==> src/rtl/aln_pkg.sv <==
// shared types and byte constants for the assembly line normalizer
// no dependencies

package aln_pkg;

  localparam logic [7:0] NL_BYTE       = 8'h0A;
  localparam logic [7:0] SPACE_BYTE    = 8'h20;
  localparam logic [7:0] TAB_BYTE      = 8'h09;
  localparam logic [7:0] COMMA_BYTE    = 8'h2C;
  localparam logic [7:0] COMMENT_RESET = 8'h3B;

  localparam int unsigned LINE_W = 16;

  typedef struct packed {
    logic              empty_input;
    logic              last_of_line;
    logic [LINE_W-1:0] line_number;
    logic [7:0]        out_char;
  } result_t;

  typedef struct packed {
    logic [1:0] n;
    result_t    r0;
    result_t    r1;
  } push_t;

endpackage

==> src/rtl/aln_core.sv <==
// per-beat cleaning logic: line state, held character, comment register
// depends on aln_pkg

module aln_core #(
  parameter int unsigned LINE_NUMBER_BITS = 16
) (
  input  logic                 clk_i,
  input  logic                 rst_ni,
  input  logic                 cfg_we_i,
  input  logic [7:0]           cfg_wdata_i,
  input  logic                 accept_i,
  input  logic                 kind_i,
  input  logic [7:0]           byte_i,
  output aln_pkg::push_t       push_o
);

  logic [7:0]                  comment_q;
  logic [7:0]                  held_char_q, held_char_d;
  logic                        held_valid_q, held_valid_d;
  logic                        space_q, space_d;
  logic                        in_comment_q, in_comment_d;
  logic [LINE_NUMBER_BITS-1:0] line_q, line_d;
  logic                        any_q, any_d;

  logic [LINE_NUMBER_BITS+aln_pkg::LINE_W-1:0] line_ext;
  logic [aln_pkg::LINE_W-1:0]                  line16;

  assign line_ext = {{aln_pkg::LINE_W{1'b0}}, line_q};
  assign line16   = line_ext[aln_pkg::LINE_W-1:0];

  always_comb begin
    held_char_d  = held_char_q;
    held_valid_d = held_valid_q;
    space_d      = space_q;
    in_comment_d = in_comment_q;
    line_d       = line_q;
    any_d        = any_q;
    push_o       = '0;
    if (accept_i) begin
      if (kind_i) begin
        if (held_valid_q) begin
          push_o.n               = 2'd1;
          push_o.r0.out_char     = held_char_q;
          push_o.r0.line_number  = line16;
          push_o.r0.last_of_line = 1'b1;
        end else if (!any_q) begin
          push_o.n              = 2'd1;
          push_o.r0.empty_input = 1'b1;
        end
        held_char_d  = '0;
        held_valid_d = 1'b0;
        space_d      = 1'b0;
        in_comment_d = 1'b0;
        line_d       = LINE_NUMBER_BITS'(1);
        any_d        = 1'b0;
      end else if (in_comment_q && byte_i != aln_pkg::NL_BYTE) begin
        in_comment_d = 1'b1;
      end else if (byte_i == aln_pkg::NL_BYTE) begin
        if (held_valid_q) begin
          push_o.n               = 2'd1;
          push_o.r0.out_char     = held_char_q;
          push_o.r0.line_number  = line16;
          push_o.r0.last_of_line = 1'b1;
        end
        held_char_d  = '0;
        held_valid_d = 1'b0;
        space_d      = 1'b0;
        in_comment_d = 1'b0;
        if (line_q != '1) begin
          line_d = line_q + LINE_NUMBER_BITS'(1);
        end
      end else if (byte_i == comment_q) begin
        in_comment_d = 1'b1;
      end else if (byte_i == aln_pkg::SPACE_BYTE || byte_i == aln_pkg::TAB_BYTE) begin
        if (held_valid_q && held_char_q != aln_pkg::COMMA_BYTE) begin
          space_d = 1'b1;
        end
      end else begin
        if (held_valid_q) begin
          push_o.n              = 2'd1;
          push_o.r0.out_char    = held_char_q;
          push_o.r0.line_number = line16;
          if (space_q) begin
            push_o.n              = 2'd2;
            push_o.r1.out_char    = aln_pkg::SPACE_BYTE;
            push_o.r1.line_number = line16;
          end
        end
        space_d      = 1'b0;
        held_char_d  = byte_i;
        held_valid_d = 1'b1;
        any_d        = 1'b1;
      end
    end
  end

  always_ff @(posedge clk_i or negedge rst_ni) begin
    if (!rst_ni) begin
      comment_q    <= aln_pkg::COMMENT_RESET;
      held_char_q  <= '0;
      held_valid_q <= 1'b0;
      space_q      <= 1'b0;
      in_comment_q <= 1'b0;
      line_q       <= LINE_NUMBER_BITS'(1);
      any_q        <= 1'b0;
    end else begin
      if (cfg_we_i) begin
        comment_q <= cfg_wdata_i;
      end
      held_char_q  <= held_char_d;
      held_valid_q <= held_valid_d;
      space_q      <= space_d;
      in_comment_q <= in_comment_d;
      line_q       <= line_d;
      any_q        <= any_d;
    end
  end

endmodule

==> src/rtl/aln_outq.sv <==
// three-entry result queue, up to two pushes and one pop per cycle
// depends on aln_pkg

module aln_outq (
  input  logic             clk_i,
  input  logic             rst_ni,
  input  aln_pkg::push_t   push_i,
  input  logic             pop_ready_i,
  output logic             room_o,
  output logic             valid_o,
  output aln_pkg::result_t head_o
);

  localparam int unsigned Depth = 3;
  localparam int unsigned IdxW  = $clog2(Depth);

  aln_pkg::result_t ent_q [Depth];
  aln_pkg::result_t ent_d [Depth];
  logic [IdxW-1:0]  count_q, count_d;
  logic [IdxW-1:0]  base;
  logic             pop;

  assign valid_o = (count_q != '0);
  assign room_o  = (count_q <= IdxW'(1));
  assign head_o  = ent_q[0];
  assign pop     = valid_o && pop_ready_i;
  assign base    = count_q - IdxW'(pop);
  assign count_d = base + IdxW'(push_i.n);

  always_comb begin
    for (int i = 0; i < Depth; i++) begin
      ent_d[i] = ent_q[i];
    end
    if (pop) begin
      for (int i = 0; i < Depth - 1; i++) begin
        ent_d[i] = ent_q[i+1];
      end
    end
    for (int i = 0; i < Depth; i++) begin
      if (push_i.n != 2'd0 && base == IdxW'(i)) begin
        ent_d[i] = push_i.r0;
      end
      if (push_i.n == 2'd2 && base + IdxW'(1) == IdxW'(i)) begin
        ent_d[i] = push_i.r1;
      end
    end
  end

  always_ff @(posedge clk_i) begin
    for (int i = 0; i < Depth; i++) begin
      ent_q[i] <= ent_d[i];
    end
  end

  always_ff @(posedge clk_i or negedge rst_ni) begin
    if (!rst_ni) begin
      count_q <= '0;
    end else begin
      count_q <= count_d;
    end
  end

endmodule

==> src/rtl/assembly_line_normalizer.sv <==
// Takes one source byte per beat and delivers cleaned characters tagged with their line
// number; one beat per cycle in while ready is high, one result per cycle out while
// m_axis_tready is high. The last character of each line is held until the line ends,
// so a beat gives zero, one or two results. Ready comes from the three-entry result
// queue: it is high while at most one result waits, so a steady stream runs at one beat
// per cycle, and a beat that yields two results (character plus collapsed space) leaves
// at least two results waiting and drops ready until at most one waits again. End of
// input (tuser high) flushes the held character, or reports empty input if no line was
// produced, and returns the block to its reset state except for the comment byte.
// depends on aln_pkg, aln_core, aln_outq

module assembly_line_normalizer #(
  parameter int unsigned LINE_NUMBER_BITS = 16
) (
  input  logic        clk_i,
  input  logic        rst_ni,
  input  logic        cfg_we_i,
  input  logic [7:0]  cfg_wdata_i,
  input  logic        s_axis_tvalid,
  output logic        s_axis_tready,
  input  logic [7:0]  s_axis_tdata,   // [7:0] text_byte
  input  logic [0:0]  s_axis_tuser,   // [0] kind
  output logic        m_axis_tvalid,
  input  logic        m_axis_tready,
  output logic [23:0] m_axis_tdata,   // [7:0] out_char, [23:8] line_number
  output logic        m_axis_tlast,
  output logic [0:0]  m_axis_tuser    // [0] empty_input
);

  aln_pkg::push_t   push;
  aln_pkg::result_t head;
  logic             accept;

  assign accept = s_axis_tvalid && s_axis_tready;

  aln_core #(
    .LINE_NUMBER_BITS(LINE_NUMBER_BITS)
  ) u_core (
    .clk_i      (clk_i),
    .rst_ni     (rst_ni),
    .cfg_we_i   (cfg_we_i),
    .cfg_wdata_i(cfg_wdata_i),
    .accept_i   (accept),
    .kind_i     (s_axis_tuser[0]),
    .byte_i     (s_axis_tdata),
    .push_o     (push)
  );

  aln_outq u_outq (
    .clk_i      (clk_i),
    .rst_ni     (rst_ni),
    .push_i     (push),
    .pop_ready_i(m_axis_tready),
    .room_o     (s_axis_tready),
    .valid_o    (m_axis_tvalid),
    .head_o     (head)
  );

  assign m_axis_tdata = {head.line_number, head.out_char};
  assign m_axis_tlast = head.last_of_line;
  assign m_axis_tuser = head.empty_input;

endmodule

==> config.mk <==
export PLATFORM = sky130hd
export DESIGN_NAME = assembly_line_normalizer
export DESIGN_NICKNAME = d
export VERILOG_FILES = /design/src/rtl/aln_pkg.sv /design/src/rtl/aln_core.sv /design/src/rtl/aln_outq.sv /design/src/rtl/assembly_line_normalizer.sv
export SDC_FILE = /design/constraint.sdc
export NUM_CORES = 1
export LEC_CHECK = 0
export ABC_AREA = 1
export BUFFER_PORTS_ARGS = -buffer_cell sky130_fd_sc_hd__buf_2
export CAP_MARGIN = 5
export CORE_MARGIN = 2
export CORE_UTILIZATION = 50
export DETAILED_ROUTE_END_ITERATION = 7
export PLACE_DENSITY = 0.67
export SYNTH_ARGS = -nofsm -noshare
export SYNTH_HDL_FRONTEND = slang
export SYNTH_SLANG_ARGS = --single-unit
==> constraint.sdc <==
create_clock -name clk_i -period 2.9 [get_ports clk_i]
set_clock_uncertainty 0.15 [all_clocks]
set_input_delay 0.29 -clock clk_i [delete_from_list [all_inputs] [get_ports clk_i]]
set_output_delay 0.29 -clock clk_i [all_outputs]
set_load 0.05 [all_outputs]
Word level (Yosys, flattened, before mapping):

Memories as Yosys holds them, arrays and structs flattened.
Index checks and enable logic that the tools add are counted.

* bits in registers: 38
* bits in writable memories: 78
* input port bits: 22
* output and inout bits: 28
* memories kept: 1

Memory list
* u_outq.ent_q: depth 3, width 26, rd ports 3, clocked after memory_dff 0, write ports 3, line aln_outq.sv:17 `aln_pkg::result_t ent_q [Depth];`

* $add $sub $neg: 4
* magnitude comparators: 1
* equality and inequality tests: 19
* mux-type cells: 63
* reduce and logical (&&, ||, !) cells: 23

Operator list (number)
* 2-to-1 mux 24 bit: 12
* 2-to-1 mux 26 bit: 6
* 2-to-1 mux 25 bit: 3
* 2-to-1 mux 16 bit: 4
* 2-to-1 mux 52 bit: 1
* 2-to-1 mux 8 bit: 5
* 2-to-1 mux 28 bit: 1
* 2-to-1 mux 1 bit: 23
* adder 16 x 1 -> 16 bit (second input constant): 1
* == test 8 x 4 -> 1 bit (second input constant): 2
* 2-to-1 mux 2 bit: 8
* != test 16 bit (second input constant): 1
* AND reduction 4 bit: 3
* logical AND 1 bit: 10
* == test 8 x 6 -> 1 bit (second input constant): 1
* == test 8 bit: 1
* != test 2 bit (second input constant): 4
* != test 8 x 4 -> 1 bit (second input constant): 1
* != test 8 x 6 -> 1 bit (second input constant): 1
* nonzero test 2 bit: 4
* == test 2 bit (second input constant): 3
* != test 3 x 2 -> 1 bit (second input constant): 2
* AND reduction 5 bit: 1
* == test 2 x 1 -> 1 bit (second input constant): 2
* 9 further kinds: 10

Logic depth before layout (Yosys ltp):

Gate-level depths: netlist of the first run.

* word-level depth: 12
* mapped depth: 16

Cells and area by module:

Synthesis of the first run repeated with hierarchy kept, for this count alone.

* cell total of the unflattened synthesis: 915
* area, all modules: 7188.1 sq um

Modules (own cells, without submodules)
* aln_outq: times used 1, cells each 507, area each 4406.7 sq um, sequential area each 2392.3 sq um
* aln_core: times used 1, cells each 406, area each 2773.9 sq um, sequential area each 908.4 sq um
* assembly_line_normalizer: times used 1, cells each 2, area each 7.5 sq um, sequential area each 0.0 sq um

Worst setup path after synthesis of the first run:

Ideal clock, no wire load.

* kind: reg2reg
* from: register, netlist name u_outq.count_q[1]
* to: memory u_outq.ent_q[0][10] in the netlist's numbering, enable pin
* arrival time: 2.801 ns
* data required time: 2.374 ns
* slack: -0.427 ns
* cell stages (with the launch flop): 14
* clock period less this slack: 3.327 ns
* path through: dfrtp_1 nor2_1 inv_1 nand2_1 clkinv_1 ha_1 or2_2 nand2_2 inv_1 nor2_1 buf_2 nand2_2 buf_2 nand3_1

RTL lines (line)
* end, declared: aln_outq.sv:17

==> metrics.cfg, run 1 <==
[status]
status = completed

[worst_setup_path]
cp_max_fo = 18
arrival_ps = 2630
crit_required_ps = 2910
critical_path_class = reg -> reg
critPathCaptureType = register
critPathLaunchType = register

[final_layout]
utilization_pct = 57.8
multi_input_area_um2 = 2900
fillers = 1246
drive_gt1_share_pct = 15.8
antennaDiodeCount = 0
final_cell_mix = 223 x nand2_1, 131 x nand3_1, 92 x inv_1
final_common_cell = nand2_1
fin_cells = 1108
area_growth_pct = 14.2
final_nets = 945
seqCellArea_um2 = 3030

[timing]
setup-tns-final_ps = 0
drv_slew = 0
grt_setup_unrepaired = no
worst_slack_ps = 279
period_share_pct = 90.4
tightest_slew_ps = 836
min_period_ps = 2620
max_freq_ghz = 0.381
hold_viol_final = 0
max-slew-margin-rel_pct = 44.2
finalSetupViolations = 0

[pwr]
netSwitchingFraction_pct = 38.6
seq_power_share_pct = 36.9
p_int_mw = 4.20
power.leakage_nw = 3.45
combPwrFrac_pct = 34.9
finalPower_mw = 6.83
clkPwrFrac_pct = 28.2
power.density_nw_per_um2 = 900
vdd_drop_max_mv = 0.365
switching_power_mw = 2.64

[global_routing]
overflow = 0
grt_first_pass_wirelength_um = 25600
grt_pass1_vias = 5000
grtUsageTotal_pct = 22.8
grt_antenna_before_repair = 0
grt_start_max_net_pins = 39

[route]
ant_nets = 0
avgRoutedWirePerCell_um = 13.6
vias = 5640
firstDrtPassIters = 5
drc = 0
vias_per_cell = 5.09
wl_um = 15100
drt_iter0_markers = 443

[synth]
synth.distinct_cells = 38
synthArstFlopShare_pct = 32.8
synth_edf_count = 51
netlist_area_um2 = 6650
yosysSeqAreaShare_pct = 45.5
ys_ff_latch = 116
yosysWarnings = 0
synthesis.nets = 909
syn_area_per_cell_um2 = 7.53
ys.flop_type = edfxtp_1
netlist_instances = 884

[clock_tree]
cts_buffers = 17
cts.reportedPaths.clkPinSlew_ps = 50
clock-root-buffer = clkbuf_16
clock_path_buffers = 2
cts_tree = done
htreeDepth = 4
clk_latency_ps = 420
clkSinkCount = 116

[die]
start_util_pct = 50.6
placement_rows = 42
die_h_um = 119
ios = 50
dieArea_um2 = 14200
dieWidth_um = 119
core_um2 = 13100

[placement]
dp_slack_ps = 103
globalplace.congestion = 0.876
io_buffers = 49
dpl.cell_count = 1068
dp_hpwl_um = 11000

[hold_path]
hold_path_class = in -> reg

[flow_run]
max_cap_violations = 0

## final timing paths
kind / from / to / slack (ps) / cells past startpoint
worst max register to register: u_outq.count_q[1] / u_outq.ent_q[0][23] / 280 / 13
max in group asynchronous: rst_ni / u_outq.count_q[0] / 1710 / 2
worst min register to register: u_outq.ent_q[0][24] / u_outq.ent_q[0][24] / 320 / 2
min in group asynchronous: rst_ni / u_core.line16[4] / 370 / 2
worst max-delay path: u_outq.count_q[1] / u_outq.ent_q[0][23] / 280 / 13
worst min-delay path: cfg_we_i / u_core.comment_q[4] / 40 / 3
## state kept, by name (all words and copies together) (netlist names)
signal / cells
u_outq.count_q: 2
u_core.in_comment_q: 1
u_core.space_q: 1
u_outq.ent_q: 78
u_core.held_char_q: 8
u_core.held_valid_q: 1
u_core.comment_q: 8
u_core.line16: 16
u_core.any_q: 1
## layout make-up
cell class / count / area share, %
flip-flops and latches: 116 / 39.9
clock inverters: 8 / 1.12
well taps: 176 / 2.90
inverters: 106 / 5.35
multi-input cells: 598 / 38.2
clock buffers: 23 / 5.90
repair buffers: 81 / 6.69
## cell usage after synthesis, types with 2 or more instances
master,n,share of area [%]
nand2_1,224,13
nand3_1,133,10
inv_1,95,5.4
nor2_1,80,4.5
edfxtp_1,51,23
o21ai_0,49,3.7
dfrtp_1,32,12
dfxtp_1,27,8.1
buf_4,25,2.8
nand4_1,21,2.0
buf_2,18,1.4
nor3_1,17,1.3
clkbuf_1,15,0.85
a21oi_1,11,0.83
inv_2,8,0.45
nand2_2,8,0.75
nand3_2,8,1.2
xor2_1,7,0.92
dfstp_2,6,2.4
nor4_1,5,0.47
or2_2,5,0.47
buf_1,4,0.23
o31ai_1,4,0.45
clkinv_1,3,0.17
ha_1,3,0.56
mux2_2,3,0.51
nand2_4,3,0.51
or2_0,3,0.28
xnor2_1,3,0.39
buf_6,2,0.34
nor2_4,2,0.34
o211ai_1,2,0.23
o22ai_1,2,0.19
## timing repair
action,in CTS,in global routing
hold buffers,9,0
endpoints found under the setup margin,0,47
hold endpoints to repair,40,0
buffers inserted,0,0
resized for setup,0,5
## per-stage QoR
stage	hold slack (ps)	instance area (um^2)
after global routing	59.0	7600
after CTS	23.9	7580
after floorplan	-156	6690
after global placement	296	6950
final	37.4	7600
after detailed placement	295	6950
## power groups by stage
stage	Clock [mW]	Sequential (mW)	Combinational [mW]
global placement	0	2.53	2.33
finish	1.93	2.52	2.39
CTS	1.96	2.52	2.37
detailed placement	0	2.55	2.35
floorplan	0	2.52	1.98
global route	2.02	2.57	2.67
## kinds of logic (layout without fill, tap and decap cells)
kind of cell / Yosys count / in the layout / synth area share, %
adder cells (fa/ha/maj): 3 / 3 / 0.564
flip-flops: 116 / 116 / 45.5
AND/OR/NAND/NOR: 514 / 514 / 35.1
multiplexers: 3 / 3 / 0.508
AO/OA/AOI/OAI: 68 / 68 / 5.38
buffers and inverters: 170 / 218 / 11.6
XOR/XNOR: 10 / 10 / 1.32
## layer usage
layer	wire [um]	part of all wire, %	GRT usage [%]
met4	226	1.5	8.46
met3	850	5.6	4.50
met2	6290	42	31.3
met1	7750	51	35.3
met5	0	0	0
## critical path, cell delays in order, from the launching register on
cell      delay [ps]
dfrtp_1          410
nor2_1           120
inv_2             40
nand2_1           90
clkinv_2          60
ha_1             200
or2_2            280
nand2_2          140
inv_1            100
nor2_2           200
buf_4            280
nand3_1          100
nand3_1          110
nand2_1           70
Power figures use the tool's default switching activity.
==> inputs of run 2 (changes only) <==
--- a/config.mk
+++ b/config.mk
@@ -5,13 +5,13 @@
 export SDC_FILE = /design/constraint.sdc
 export NUM_CORES = 1
 export LEC_CHECK = 0
-export ABC_AREA = 1
 export BUFFER_PORTS_ARGS = -buffer_cell sky130_fd_sc_hd__buf_2
 export CAP_MARGIN = 5
 export CORE_MARGIN = 2
 export CORE_UTILIZATION = 50
+export CTS_BUF_LIST = sky130_fd_sc_hd__clkbuf_16
 export DETAILED_ROUTE_END_ITERATION = 7
-export PLACE_DENSITY = 0.67
+export PLACE_DENSITY = 0.68
 export SYNTH_ARGS = -nofsm -noshare
 export SYNTH_HDL_FRONTEND = slang
 export SYNTH_SLANG_ARGS = --single-unit
==> run 2 against run 1 <==
Against the previous run: sequential power barely moved; flip-flop and latch count unchanged; total power is 0.28% higher; critical path depth fell by 3; sequential share of layout area increased by 6.1 points; largest power group unchanged; critical path type unchanged; final cell count decreased by 38%; area after synthesis decreased by 18%; first-iteration DRC count down 40%.
==> metrics.cfg, run 2 <==
[route]
ant_nets = 0
drt_iter0_markers = 265
vias_per_cell = 5.53
drc = 0
vias = 3798
wl_um = 10900
avgRoutedWirePerCell_um = 15.9
firstDrtPassIters = 5

[pwr]
power.leakage_nw = 2.61
vdd_drop_max_mv = 0.667
power.density_nw_per_um2 = 1040
finalPower_mw = 6.85

[timing]
grt_setup_unrepaired = no
tightest_slew_ps = 830
setup-tns-final_ps = 0
drv_slew = 0
finalSetupViolations = 0
min_period_ps = 2610
max_freq_ghz = 0.383
max-slew-margin-rel_pct = 44.6
hold_viol_final = 0
period_share_pct = 90.0

[worst_setup_path]
cp_max_fo = 17
crit_chain = inv_1, nand2_8, nand2_4, inv_4, ha_4, xor2_4, nor3_2, a32oi_2, and2_2, nand2_8
arrival_ps = 2600
critPathCaptureType = register
path_common_cell = nand2_8
critPathLaunchType = register
max_stage_delay_ps = 440
crit_family = simple AND/OR/NAND/NOR gates
reg2reg_slack_ps = 290
cp_num_buf_inv = 2
critical_path_class = reg -> reg
crit_required_ps = 2890
critPathSlowestCell = and2_2

[synth]
yosysMostFrequentCell = edfxtp_1
netlist_area_um2 = 5470
yosys.area.top_type = edfxtp_1
yosysSeqAreaShare_pct = 55.4
synthesis.nets = 517
synth_common_cells = 51 x edfxtp_1, 33 x a21oi_1, 32 x a22o_1, 32 x dfrtp_1, 31 x nand2_1
ys.flop_type = edfxtp_1
yosysWarnings = 0
ys_ff_latch = 116
synth_edf_count = 51
netlist_instances = 492
synth.area.top_cells = edfxtp_1 28%, dfrtp_1 15%, dfxtp_1 9.9%, a22o_1 5.1%, buf_4 3.4%
netlist.area_leader.share_pct = 28.0
synth.distinct_cells = 50
syn_area_per_cell_um2 = 11.1
synthArstFlopShare_pct = 32.8

[placement]
io_buffers = 49
dp_hpwl_um = 7550
globalplace.congestion = 0.864

[final_layout]
area_growth_pct = 20.4
final_nets = 559
final_cell_mix = 51 x edfxtp_1, 49 x buf_2, 33 x a21oi_1
final_common_cell = edfxtp_1
drive_gt1_share_pct = 24.3
utilization_pct = 61.3
largest_reg_flops = 78
antennaDiodeCount = 0
regMostFlops = u_outq.ent_q

[die]
die_h_um = 109
dieArea_um2 = 11800
start_util_pct = 50.9
dieWidth_um = 109
core_um2 = 10700
placement_rows = 38
ios = 50

[global_routing]
grt_first_pass_wirelength_um = 18200
grt_start_max_net_pins = 39
grtUsageTotal_pct = 20.6
grt_pass1_vias = 3598
grt_antenna_before_repair = 0
overflow = 0

[status]
status = completed

[clock_tree]
clkSinkCount = 116
cts_tree = done
clock-root-buffer = clkbuf_16
htreeDepth = 4
clk_latency_ps = 420
cts.reportedPaths.clkPinSlew_ps = 50
clock_path_buffers = 2
cts_buffers = 17

[hold_path]
hold_path_class = in -> reg

[flow_run]
max_cap_violations = 0

run 2: path summary, 6_finish.rpt:
kind,start,end,cells past startpoint
max reg2reg,u_outq.count_q[0],u_outq.ent_q[0][19],10
min,s_axis_tdata[0],u_core.held_char_q[0],3
max,u_outq.count_q[0],u_outq.ent_q[0][19],10
max in group asynchronous,rst_ni,u_outq.count_q[1],2
min reg2reg,u_outq.ent_q[0][55],u_outq.ent_q[0][55],2
min in group asynchronous,rst_ni,u_core.comment_q[6],2
run 2: what timing repair did:
item,CTS,global route
hold endpoints to repair,40,0
endpoints found under the setup margin,0,33
hold buffers,9,0
resized for setup,0,3
setup buffers,0,0
run 2: logic make-up (layout without fill, tap and decap cells):
family	after synthesis	count (layout)	synth area share [%]
buffers and inverters	68	123	6.73
AO/OA/AOI/OAI	119	119	15.2
flip-flops	116	116	55.4
AND/OR/NAND/NOR	139	139	13.7
multiplexers	26	26	4.94
XOR/XNOR	21	21	3.36
adder cells (fa/ha/maj)	3	3	0.686
run 2: report_power, final:
part | internal (mW) | switching, mW | total (mW)
Combinational | 0.723 | 1.41 | 2.13
Clock | 1.50 | 0.705 | 2.20
Sequential | 2.25 | 0.263 | 2.52
run 2: worst min-delay path, delay by kind of cell:
kind | cells | cell delay (ps)
and+or+nand+nor | 1 | 60
buffers and inverters | 1 | 130
AOI/OAI and AO/OA | 1 | 60
run 2: cell type report:
cell class / count / area [um^2]
sequential: 116 / 3030
fill: 888 / 4160
inverter: 12 / 53.8
tap: 140 / 175
timing repair buffer: 79 / 493
multi-input combinational: 308 / 2210
clock inverter: 15 / 196
clock buffer: 17 / 425
run 2: layer usage:
layer  vias to the layer above  track usage, %  part of all wire (%)
met4                         0            7.97                   1.3
li1                       1854               -                     -
met2                       127            29.0                    44
met3                        10            6.75                   7.2
met1                      1807            29.4                    48
met5                         -               0                     0
run 2: stage by stage:
stage	instances	setup slack [ps]	hold WS (ps)	cell area, um^2
after floorplan	492	-61.8	-156	5670
after global placement	646	105	286	5860
after detailed placement	646	70.3	296	5860
after CTS	687	54.5	12.8	6570
after global routing	687	125	19.8	6590
final	687	289	24.8	6590
